File: src/scsa_pkg.sv
package scsa_pkg;

    localparam int NUM_PAGES   = 64;
    localparam int PAGE_W      = $clog2(NUM_PAGES);
    localparam int LINK_W      = PAGE_W + 1;
    localparam int OBJ_W       = 8;
    localparam int OBJ_AW      = PAGE_W + OBJ_W;
    localparam int PAGE_BYTES  = 4096;
    localparam int SLAB_HEADER_BYTES = 16;
    localparam int OBJ_HEADER_BYTES  = 8;
    localparam int OBJ_OFFSET  = (SLAB_HEADER_BYTES + 3) & ~3;
    localparam int NUM_LISTS   = 24;
    localparam int INFO_W      = 28;

    localparam logic [LINK_W-1:0] NIL_PAGE   = LINK_W'(NUM_PAGES);
    localparam logic [3:0]        KIND_LARGE = 4'd8;
    localparam logic [7:0]        NO_OBJ     = 8'hFF;

    localparam logic [1:0] LIST_PARTIAL = 2'd0;
    localparam logic [1:0] LIST_FULL    = 2'd1;
    localparam logic [1:0] LIST_EMPTY   = 2'd2;

    localparam logic [1:0] ST_DONE    = 2'd0;
    localparam logic [1:0] ST_NOPAGE  = 2'd1;
    localparam logic [1:0] ST_IGNORED = 2'd2;

    localparam logic CMD_ALLOC = 1'b0;
    localparam logic CMD_FREE  = 1'b1;

    localparam logic CFG_POOL_BASE  = 1'b0;
    localparam logic CFG_POOL_PAGES = 1'b1;

    // classified request handed from front to back
    typedef struct packed {
        logic              cmd;
        logic              bad;
        logic [3:0]        cls;
        logic [PAGE_W-1:0] page;
        logic [11:0]       off;
    } req_t;

    // objects per slab of class c
    function automatic logic [7:0] cap_of(input logic [3:0] c);
        logic [11:0] span;
        span = 12'(PAGE_BYTES - OBJ_OFFSET);
        return 8'(span >> ({1'b0, c[2:0]} + 4'd4));
    endfunction

endpackage

File: src/scsa_front.sv
module scsa_front
    import scsa_pkg::*;
(
    input  logic        cmd,
    input  logic [31:0] req_size,
    input  logic [31:0] free_addr,
    input  logic [31:0] base_al,
    output req_t        req
);

    logic [32:0] need;
    logic [31:0] off;

    // smallest class that holds size plus header; loop runs down so smallest wins
    always_comb
    begin
        need = {1'b0, req_size} + 33'(OBJ_HEADER_BYTES);
        off  = free_addr - 32'(OBJ_HEADER_BYTES) - base_al;
        req.cmd  = cmd;
        req.cls  = KIND_LARGE;
        for (int c = 7; c >= 0; c--)
        begin
            if (need <= (33'd16 << c))
            begin
                req.cls = 4'(c);
            end
        end
        req.bad  = (free_addr < 32'(OBJ_HEADER_BYTES)) || (off[31:12+PAGE_W] != '0);
        req.page = off[12+PAGE_W-1:12];
        req.off  = off[11:0];
    end

endmodule

File: config.mk
export PLATFORM = sky130hd
export DESIGN_NAME = scsa_front
export DESIGN_NICKNAME = d
export VERILOG_FILES = /design/src/scsa_pkg.sv /design/src/scsa_front.sv
export SDC_FILE = /design/constraint.sdc
export NUM_CORES = 1
export LEC_CHECK = 0
export BUFFER_PORTS_ARGS = -buffer_cell sky130_fd_sc_hd__buf_4
export CAP_MARGIN = 15
export CORE_ASPECT_RATIO = 0.5
export CORE_MARGIN = 2
export CORE_UTILIZATION = 55
export DETAILED_ROUTE_END_ITERATION = 10
export GPL_ROUTABILITY_DRIVEN = 0
export PLACE_DENSITY_LB_ADDON = 0.12
export SYNTH_ARGS = -nofsm -noshare
export SYNTH_HDL_FRONTEND = slang
export SYNTH_SLANG_ARGS = --single-unit
File: constraint.sdc
create_clock -name vclk -period 6.1
set_input_delay 0.61 -clock vclk [all_inputs]
set_output_delay 0.61 -clock vclk [all_outputs]
set_load 0.05 [all_outputs]
# Word level (Yosys, flattened, before mapping)
# Index checks and enable logic that the tools add are counted.
# Widths: inputs -> output; s select.
# totals
reg_bits,0
inputBits,97
out_inout_bits,24
elab_cells,22
# op_classes
n_addsub,3
order_cmp,9
muxes,8
n_reduce_logical,2
# ops
cell,n
$add 32x4->33 const B,1
$le 33x10->1 const B,1
$le 33x11->1 const B,1
$le 33x12->1 const B,1
$le 33x5->1 const B,1
$le 33x6->1 const B,1
$le 33x7->1 const B,1
$le 33x8->1 const B,1
$le 33x9->1 const B,1
$lt 32x4->1 const B,1
$mux 4,8
$sub 32x32->32,1
$sub 32x4->32 const B,1
$reduce_bool 14->1,1
$logic_or 1x1->1,1

# Logic depth before layout (Yosys ltp)
# depth
depth_word,10
ltp_mapped,14
ltp_nobuf,14

# Least setup slack after synthesis
# No wires, ideal clock.
# synth_path
path_type,input -> output
start,in base_al[1]
end,out req[22] (netlist name)
arrival_time_ns,3.795
t_required_ns,5.490
path_slack_ns,1.695
path_stages,13
path_buffers,0
cell_sequence,inv_1 ha_1 ha_1 fa_1 a211oi_2 o21ai_2 o2111ai_2 a21oi_1 o21a_1 o41ai_1 mux2_2 nor3_1 nand4_1
# synth_lines
element,line_no,text
start: declaration,scsa_front.sv:7,"input logic [31:0] base_al,"
end: declaration,scsa_front.sv:8,output req_t req

==> metrics <==
Peak Freq 0.220 GHz; Detailed Route Iter0 Violations ~170; part of the cycle the worst path needs 74.6%; Max Cap Viol 0; 1st-pass router iterations 5; RSZ-0062 raised after global routing false; Die Ht 59.2 um; slowest stage cell, crit path o41ai_1; critical path depth in cells 14; Leak 2.17 nW; remaining antenna violation count 0; detailed placement HPWL 7470 um; clkbuf count 0; first-pass GRT wire length ~14000 um; core area 5980 um2; FFs & Latches 0; Total Power 0.608 mW; vias 3888; WHS Path Cells 0; initial antenna violation count 0; drt total wl 8570 um; outcome completed; fraction of layout cells with a size suffix above 1 22.7%; CP Class in -> out; Synth Net Count 666; grt ovf 0; Hold Crit Endpoint req[23]; headroom to the max-slew limit between 60% and 70%; io pins 121; final hold viol count 0; Post-Layout Inst Area 4260 um2; CP top delay family compound AO/OA/AOI/OAI gates; placed inst area 4260 um2; Worst EP arrival just under 4 ns; WP buf/inv 2; fin nets ~770; Starting Density 56.0%; Mapped Cells just over 500; Worst Max-Slew Pin Slew around 0.57 ns; Slew Viols, Final 0; Post-CTS Setup Inserts 0; hold path startpoint cmd; yosys warns 0; WL/cell 12.5 um; Netlist cell types 64; CP Capture Type output port; worst hold path type in -> out; PwrDens 143 nW/um2; Layout area overhead 27.0%; post-layout util 71.2%; diode count 0; total track usage 25.0%; Seq. cell area 0 um2; Die X 114 um; FP Rows 20; critical path, cell by cell buf_4, ha_1, ha_1, fa_1, a211oi_2, o21ai_2, o2111ai_2, a21oi_1, o21a_1, o41ai_1, mux2_2, nor3_1, nand4_1, buf_4; Post-Syn Area 3350 um2; vias per cell 5.67; Die ar. 6770 um2; Worst EP required around 5.5 ns; filler instances 526; vias in the first global route 3475; shortest period the worst path allows 4.55 ns; CP max stage delay 0.44 ns; largest net degree at the start of global routing 14; crit path max fanout 5; # resized after CTS 0; Mean Syn Cell Area 6.63 um2; post-synthesis sequential area ratio 0%; Post-route DRC 0; peak supply drop roughly 0.057 mV; final setup violation count 0; cts hold-fix bufs 0; accumulated negative setup slack 0 ns; crit start category input port; I/O Buffers 119
-- cells by family (layout without fill, tap and decap cells) --
kind of cell    count (synthesis)  in the layout  synth area share (%)
fa+ha+maj                      64             64                  24.1
simple gates                  169            169                  27.9
mux                             8              8                  2.50
xor+xnor                       23             23                  6.01
compound gates                133            133                  26.6
buf+inv                       108            212                  12.9
-- how the worst max path moves through the flow --
stage          slack (ns)    startpoint       to
3_3_place_gp         1.63  free_addr[1]  req[22]
3_5_place_dp         1.54  free_addr[1]  req[22]
5_1_grt              1.36  free_addr[1]  req[22]
4_1_cts              1.53  free_addr[1]  req[22]
2_1_floorplan        1.70    base_al[1]  req[22]
6_report             1.55  free_addr[1]  req[22]
-- through the flow --
| stage | setup WS (ns) | cells | hold slack [ns] |
|---|---|---|---|
| floorplan | 1.70 | 505 | 1.39 |
| CTS | 1.53 | 686 | 1.22 |
| finish | 1.55 | 686 | 1.22 |
| global placement | 1.63 | 686 | 1.22 |
| global route | 1.36 | 686 | 1.22 |
| detailed placement | 1.54 | 686 | 1.22 |
-- area by class of cell --
cell class / instances / area [um2] / area share [%]
multi-input cells: 397 / 2920 / 68.5
repair buffers: 119 / 893 / 21.0
inverters: 93 / 349 / 8.20
well taps: 77 / 96.3 / 2.26
-- power breakdown --
| group | switching (mW) | internal, mW |
|---|---|---|
| Clock | 0 | 0 |
| Combinational | 0.372 | 0.236 |
| Sequential | 0 | 0 |
-- layout by cell type (no fill, tap or decap), drive strengths merged, types with 4 or more instances in the layout --
cell | Yosys | layout
or3 | 4 | 4
nand2b | 5 | 5
nor3b | 5 | 5
o21a | 4 | 4
xnor2 | 12 | 12
and4 | 5 | 5
o21bai | 5 | 5
a211oi | 8 | 8
nor4b | 4 | 4
a31oi | 7 | 7
nor4 | 10 | 10
nor2 | 39 | 39
o21ai | 25 | 25
nand2 | 26 | 26
buf | 7 | 119
o22ai | 5 | 5
xor2 | 11 | 11
and2 | 4 | 4
nand3 | 14 | 14
nor2b | 4 | 4
and3 | 9 | 9
ha | 63 | 63
mux2i | 5 | 5
nor3 | 20 | 20
a21o | 13 | 13
inv | 93 | 93
nand4 | 13 | 13
a21oi | 36 | 36
a211o | 4 | 4
o211ai | 9 | 9
-- metal layers --
layer	vias up	part of all wire (%)	GRT usage, %
li1	2025	-	-
met1	1721	46	31.7
met2	134	47	48.4
met3	8	6.5	1.53
met4	0	1.0	4.01
met5	-	0	0
-- cell usage after synthesis (5+ instances only) --
cell       n  share of area, %
a211oi_1   7               1.6
a21o_1    13               2.9
a21oi_1   35               5.2
a31oi_1    7               1.3
and3_1     9               1.7
buf_4      5               1.1
clkbuf_1   8              0.90
ha_1      63                24
inv_1     93                10
mux2i_1    5               1.5
nand2_1   25               2.8
nand2b_1   5              0.93
nand3_1   14               2.1
nand4_1   11               2.1
nor2_1    39               4.4
nor3_1    19               2.8
nor3b_1    5               1.1
nor4_1    10               1.9
o211ai_1   9               2.0
o21ai_0   23               3.4
o21bai_1   5               1.1
o22ai_1    5              0.93
xnor2_1   12               3.1
xor2_1    11               2.9
Note: power is estimated with default switching activity, not from simulation.
