--- config.mk ---
export PLATFORM = sky130hd
export DESIGN_NAME = scsa_fifo
export DESIGN_NICKNAME = d
export VERILOG_FILES = /design/src/scsa_pkg.sv /design/src/scsa_fifo.sv
export SDC_FILE = /design/constraint.sdc
export NUM_CORES = 1
export LEC_CHECK = 0
export BUFFER_PORTS_ARGS = -buffer_cell sky130_fd_sc_hd__buf_4
export CAP_MARGIN = 20
export CORE_MARGIN = 8
export CORE_UTILIZATION = 51
export CTS_CLUSTER_DIAMETER = 50
export DETAILED_ROUTE_END_ITERATION = 8
export HOLD_SLACK_MARGIN = 0.03
export PLACE_DENSITY = 0.87
export RECOVER_POWER = 50
export SLEW_MARGIN = 20
export SYNTH_ARGS = -nofsm -noshare
export SYNTH_HDL_FRONTEND = slang
export SYNTH_SLANG_ARGS = --single-unit
--- constraint.sdc ---
create_clock -name clk -period 1.8 [get_ports clk]
set_clock_uncertainty 0.2 [all_clocks]
set_input_delay 0.09 -clock clk [delete_from_list [all_inputs] [get_ports clk]]
set_output_delay 0.09 -clock clk [all_outputs]
set_load 0.02 [all_outputs]
--- src/scsa_pkg.sv ---
package scsa_pkg;

    localparam int NUM_PAGES   = 64;
    localparam int PAGE_W      = $clog2(NUM_PAGES);
    localparam int LINK_W      = PAGE_W + 1;
    localparam int OBJ_W       = 8;
    localparam int OBJ_AW      = PAGE_W + OBJ_W;
    localparam int PAGE_BYTES  = 4096;
    localparam int SLAB_HEADER_BYTES = 16;
    localparam int OBJ_HEADER_BYTES  = 8;
    localparam int OBJ_OFFSET  = (SLAB_HEADER_BYTES + 3) & ~3;
    localparam int NUM_LISTS   = 24;
    localparam int INFO_W      = 28;

    localparam logic [LINK_W-1:0] NIL_PAGE   = LINK_W'(NUM_PAGES);
    localparam logic [3:0]        KIND_LARGE = 4'd8;
    localparam logic [7:0]        NO_OBJ     = 8'hFF;

    localparam logic [1:0] LIST_PARTIAL = 2'd0;
    localparam logic [1:0] LIST_FULL    = 2'd1;
    localparam logic [1:0] LIST_EMPTY   = 2'd2;

    localparam logic [1:0] ST_DONE    = 2'd0;
    localparam logic [1:0] ST_NOPAGE  = 2'd1;
    localparam logic [1:0] ST_IGNORED = 2'd2;

    localparam logic CMD_ALLOC = 1'b0;
    localparam logic CMD_FREE  = 1'b1;

    localparam logic CFG_POOL_BASE  = 1'b0;
    localparam logic CFG_POOL_PAGES = 1'b1;

    // classified request handed from front to back
    typedef struct packed {
        logic              cmd;
        logic              bad;
        logic [3:0]        cls;
        logic [PAGE_W-1:0] page;
        logic [11:0]       off;
    } req_t;

    // objects per slab of class c
    function automatic logic [7:0] cap_of(input logic [3:0] c);
        logic [11:0] span;
        span = 12'(PAGE_BYTES - OBJ_OFFSET);
        return 8'(span >> ({1'b0, c[2:0]} + 4'd4));
    endfunction

endpackage

--- src/scsa_fifo.sv ---
module scsa_fifo
    import scsa_pkg::*;
(
    input  logic clk,
    input  logic rst_n,
    input  logic push,
    input  req_t push_data,
    output logic full,
    input  logic pop,
    output logic valid,
    output req_t pop_data
);

    req_t       mem_reg [2];
    logic       wptr_reg, wptr_next;
    logic       rptr_reg, rptr_next;
    logic [1:0] count_reg, count_next;

    assign full     = (count_reg == 2'd2);
    assign valid    = (count_reg != 2'd0);
    assign pop_data = mem_reg[rptr_reg];

    always_comb
    begin
        wptr_next  = wptr_reg ^ push;
        rptr_next  = rptr_reg ^ pop;
        count_next = count_reg + {1'b0, push} - {1'b0, pop};
    end

    always_ff @(posedge clk)
    begin
        if (push)
        begin
            mem_reg[wptr_reg] <= push_data;
        end
    end

    always_ff @(posedge clk or negedge rst_n)
    begin
        if (!rst_n)
        begin
            wptr_reg  <= 1'b0;
            rptr_reg  <= 1'b0;
            count_reg <= 2'd0;
        end
        else
        begin
            wptr_reg  <= wptr_next;
            rptr_reg  <= rptr_next;
            count_reg <= count_next;
        end
    end

endmodule

Yosys cells after proc, flatten, opt, wreduce, memory -nomap -nowiden --
Memories as Yosys holds them, arrays and structs flattened. Index checks and enable logic that the tools add are counted. W data, S select, Z words.
Cells by class: bitwise logic cells 2, shifts and indexed selects 0, $mul 0, divide/modulo/power cells 0, equality and inequality tests 1, $lt $le $gt $ge 0, reduce and logical (&&, ||, !) cells 1, muxes and demuxes 2, add/sub/neg operators 2
Operator list (number):
- $add A2 B1 Y2 | 1
- $eq A2 B2 Y1 const B | 1
- $mux W1 | 2
- $reduce_bool A2 Y1 | 1
- $sub A2 B1 Y2 | 1
- $xor A1 B1 Y1 | 2
Word-level totals: memory bits (read-only) 0, flip-flop bits (word level) 4, memories kept 1, bits of input ports 28, memory bits (writable) 48, word-level logic and storage cells 12, output and inout bits 26, bits in latches 0
Memory list:
- mem_reg | words 2, bits a word 24, rd ports 1, clocked after memory_dff 0, write ports 1, RTL line scsa_fifo.sv:14 | req_t mem_reg [2];

Depth between registers and ports, before layout --
depth in word-level cells 2, gate-level depth with buffers 5, depth with buffers taken out 5

Worst setup path before layout --
OpenSTA, ideal clock, no wires.
kind register to register, start register wptr_reg, end memory mem_reg[0][0] (netlist name), enable pin, setup time 0.383 ns, arrival 1.057 ns, buffers on the path 0, path slack 0.160 ns, clock period less this slack 1.640 ns, cell stages (with the launch flop) 3, data required time 1.217 ns, cells stage by stage dfrtp_1 > inv_1 > ha_1
RTL lines:
- start: declaration | RTL line scsa_fifo.sv:15 | logic wptr_reg, wptr_next;
- start signal: assignment | RTL line scsa_fifo.sv:48 | wptr_reg <= wptr_next;
- end: declaration | RTL line scsa_fifo.sv:14
No word-level cell before the write port.

==> results.md <==
- Status: finished clean
- Multi-input gate area: 437 µm²
- Placed cells: 196
- Vias per inst: 4.81
- Cell variety after synth: 12
- Max reg flops: 48
- Total gr overflow: 0
- WL/cell: 16.9 µm
- DRC: 0
- CP max stage delay: 0.46 ns
- TNS Setup: 0 ns
- CTS clk-pin slew, worst paths: 0.09 ns
- Final critical-path share of the clock period: 97.0%
- Cell Rows: 23
- Startpoint Class: flip-flop
- I/O Buffers: 53
- Seq/Total Area, Yosys: 75.4%
- Pin count of the biggest net entering global routing: 20
- Syn Nets: 123
- Critical path class: reg -> out
- Critical Path RT: 1.51 ns
- RSZ-0062 raised after global routing: no
- Number of fill cells: 242
- Worst-Skew Late Latency: 0.30 ns
- First-pass GRT wire length: 6240 µm
- DRT iter0 DRCs: 64
- Die area: 6290 µm²
- Vias in the first global route: 1307
- Max VDD drop: 0.945 mV
- Final min period: 1.75 ns
- Num CTS Buffers: 5
- Synth Instances: 91
- # diodes: 0
- Post-DRT Antenna Nets: 0
- Clock tree buffer depth: 2
- Finished Core Util: 72.8%
- Core area: 3940 µm²
- CP max-delay cell: dfrtp_2
- Routed vias: 1117
- Layout cell share with drive strength beyond 1: 44.5%
- Die extent in y: 79.3 µm
- Syn-to-layout area delta: 40.5%
- Transition time of the tightest slew-check pin: 0.349 ns
- Drt pass-1 iters: 3
- H-tree depth: 2
- Hold Path Class: in -> reg
- Cell mode on critical path: buf_4
- Max-slew violation count: 0
- FF+latch area: 1540 µm²
- Layout Cells excl Fill: 232
- Final Hold Violating Endpoints: 0
- Antenna violations before repair: 0
- Leakage: 1.16 nW
- Max Cap Viol: 0
- Crit-path cells: buf_4, mux2_4, buf_4
- Die width: 79.3 µm
- Synth Warn #: 0
- CTS tree: done
- Synthesized area: 2040 µm²
- Fin nets: 213
- Setup bufs post-CTS: 0
- Crit Path Max Fanout: 8
- FF+latch count, synth: 52
- Worst setup EP type: output pin
- Num ports: 54
- Initial core utilization: 51.9%
- Syn avg cell area: 22.5 µm²
- Cell Pwr Density: 1470 nW/µm²
- GP Congestion: 0.693
- # setup viols final: 0
- Routed WL: 3920 µm
- Root buf cell: clkbuf_8
- Total global routing track utilization: 13.0%
- CTS Sinks: 52
- Max Fclk: 0.573 GHz
- Dpl hpwl: 2690 µm
- Slew headroom: 76.7%
- Worst EP arrival: 1.46 ns
==> cell type report <==
type | instances | area share, %
clock buffers | 5 | 2.40
clock inverters | 3 | 1.48
inverters | 4 | 0.523
multi-input cells | 32 | 15.2
flip-flops and latches | 52 | 53.7
well taps | 50 | 2.18
repair buffers | 86 | 24.5
==> worst paths after layout <==
kind / slack (ns) / startpoint / depth (start not counted) / to
max reg2reg: 0.27 / wptr_reg / 3 / mem_reg[0][18]
min in group asynchronous: 0.52 / rst_n / 3 / count_reg[1]
max: 0.05 / rptr_reg / 3 / pop_data[19]
min: 0.32 / pop / 3 / rptr_reg
min reg2reg: 0.46 / wptr_reg / 3 / wptr_reg
max in group asynchronous: 0.68 / rst_n / 3 / rptr_reg
==> cell families after synthesis <==
| logic type | count (synthesis) | synth area share, % |
|---|---|---|
| buffers and inverters | 7 | 3.24 |
| and+or+nand+nor | 2 | 0.612 |
| DFF | 52 | 75.4 |
| adders and majority gates | 4 | 2.45 |
| xor gates and xnor gates | 2 | 1.59 |
| muxes | 24 | 16.7 |
==> repair_timing <==
action | 4_1_cts | 5_1_grt
setup endpoints to repair | 15 | 9
gates resized for setup | 1 | 1
hold buffers | 28 | 0
endpoints found under the hold margin | 56 | 0
==> where the power goes <==
part	internal, mW	switching [mW]	total, mW	leakage, nW
Combinational	0.896	0.832	1.73	0.613
Sequential	1.61	0.104	1.72	0.496
Clock	0.411	0.357	0.768	0.0541
Total	2.92	1.29	4.22	1.16
==> stage by stage <==
stage	setup slack (ns)	total power [mW]	cell area, µm²	hold WS [ns]
3_5_place_dp	0.246	3.45	2520	-0.310
6_report	0.0534	4.22	2870	0.315
3_3_place_gp	0.268	3.37	2520	-0.312
4_1_cts	0.00157	4.26	2910	0.306
5_1_grt	0.000767	4.39	2870	0.337
2_1_floorplan	0.160	2.88	2040	-0.406
==> critical path, delay by kind of cell (launching register included) <==
| kind | cells | cell delay [ns] |
|---|---|---|
| multiplexers | 1 | 0.31 |
| buffers and inverters | 2 | 0.38 |
| flip-flops | 1 | 0.46 |
==> layer usage <==
| metal | up-vias | global-route usage [%] | routed length [µm] |
|---|---|---|---|
| met2 | 46 | 23.6 | 2030 |
| li1 | 521 | - | - |
| met4 | 0 | 5.56 | 51 |
| met3 | 5 | 5.87 | 366 |
| met1 | 545 | 12.3 | 1470 |
| met5 | - | 0 | 0 |
==> synthesized netlist by cell type <==
library cell | n | area share, %
edfxtp_1 | 48 | 71
mux2_4 | 19 | 14
mux2_2 | 5 | 2.8
dfrtp_1 | 4 | 4.9
ha_1 | 4 | 2.4
inv_1 | 4 | 0.73
buf_12 | 2 | 2.0
buf_6 | 1 | 0.55
nor2b_1 | 1 | 0.31
or2_2 | 1 | 0.31
xor2_1 | 1 | 0.43
xor3_1 | 1 | 1.2
==> cell usage in the layout (no fill, tap or decap), drive strengths merged <==
master and count:
dlygate4sd3 28, clkbuf 32, xor3 1, bufinv 1, edfxtp 48, nor2b 1, buf 31, clkinv 1
clkinvlp 1, ha 4, dfrtp 4, xor2 1, or2 1, inv 4, mux2 24
Power figures use the tool's default switching activity.
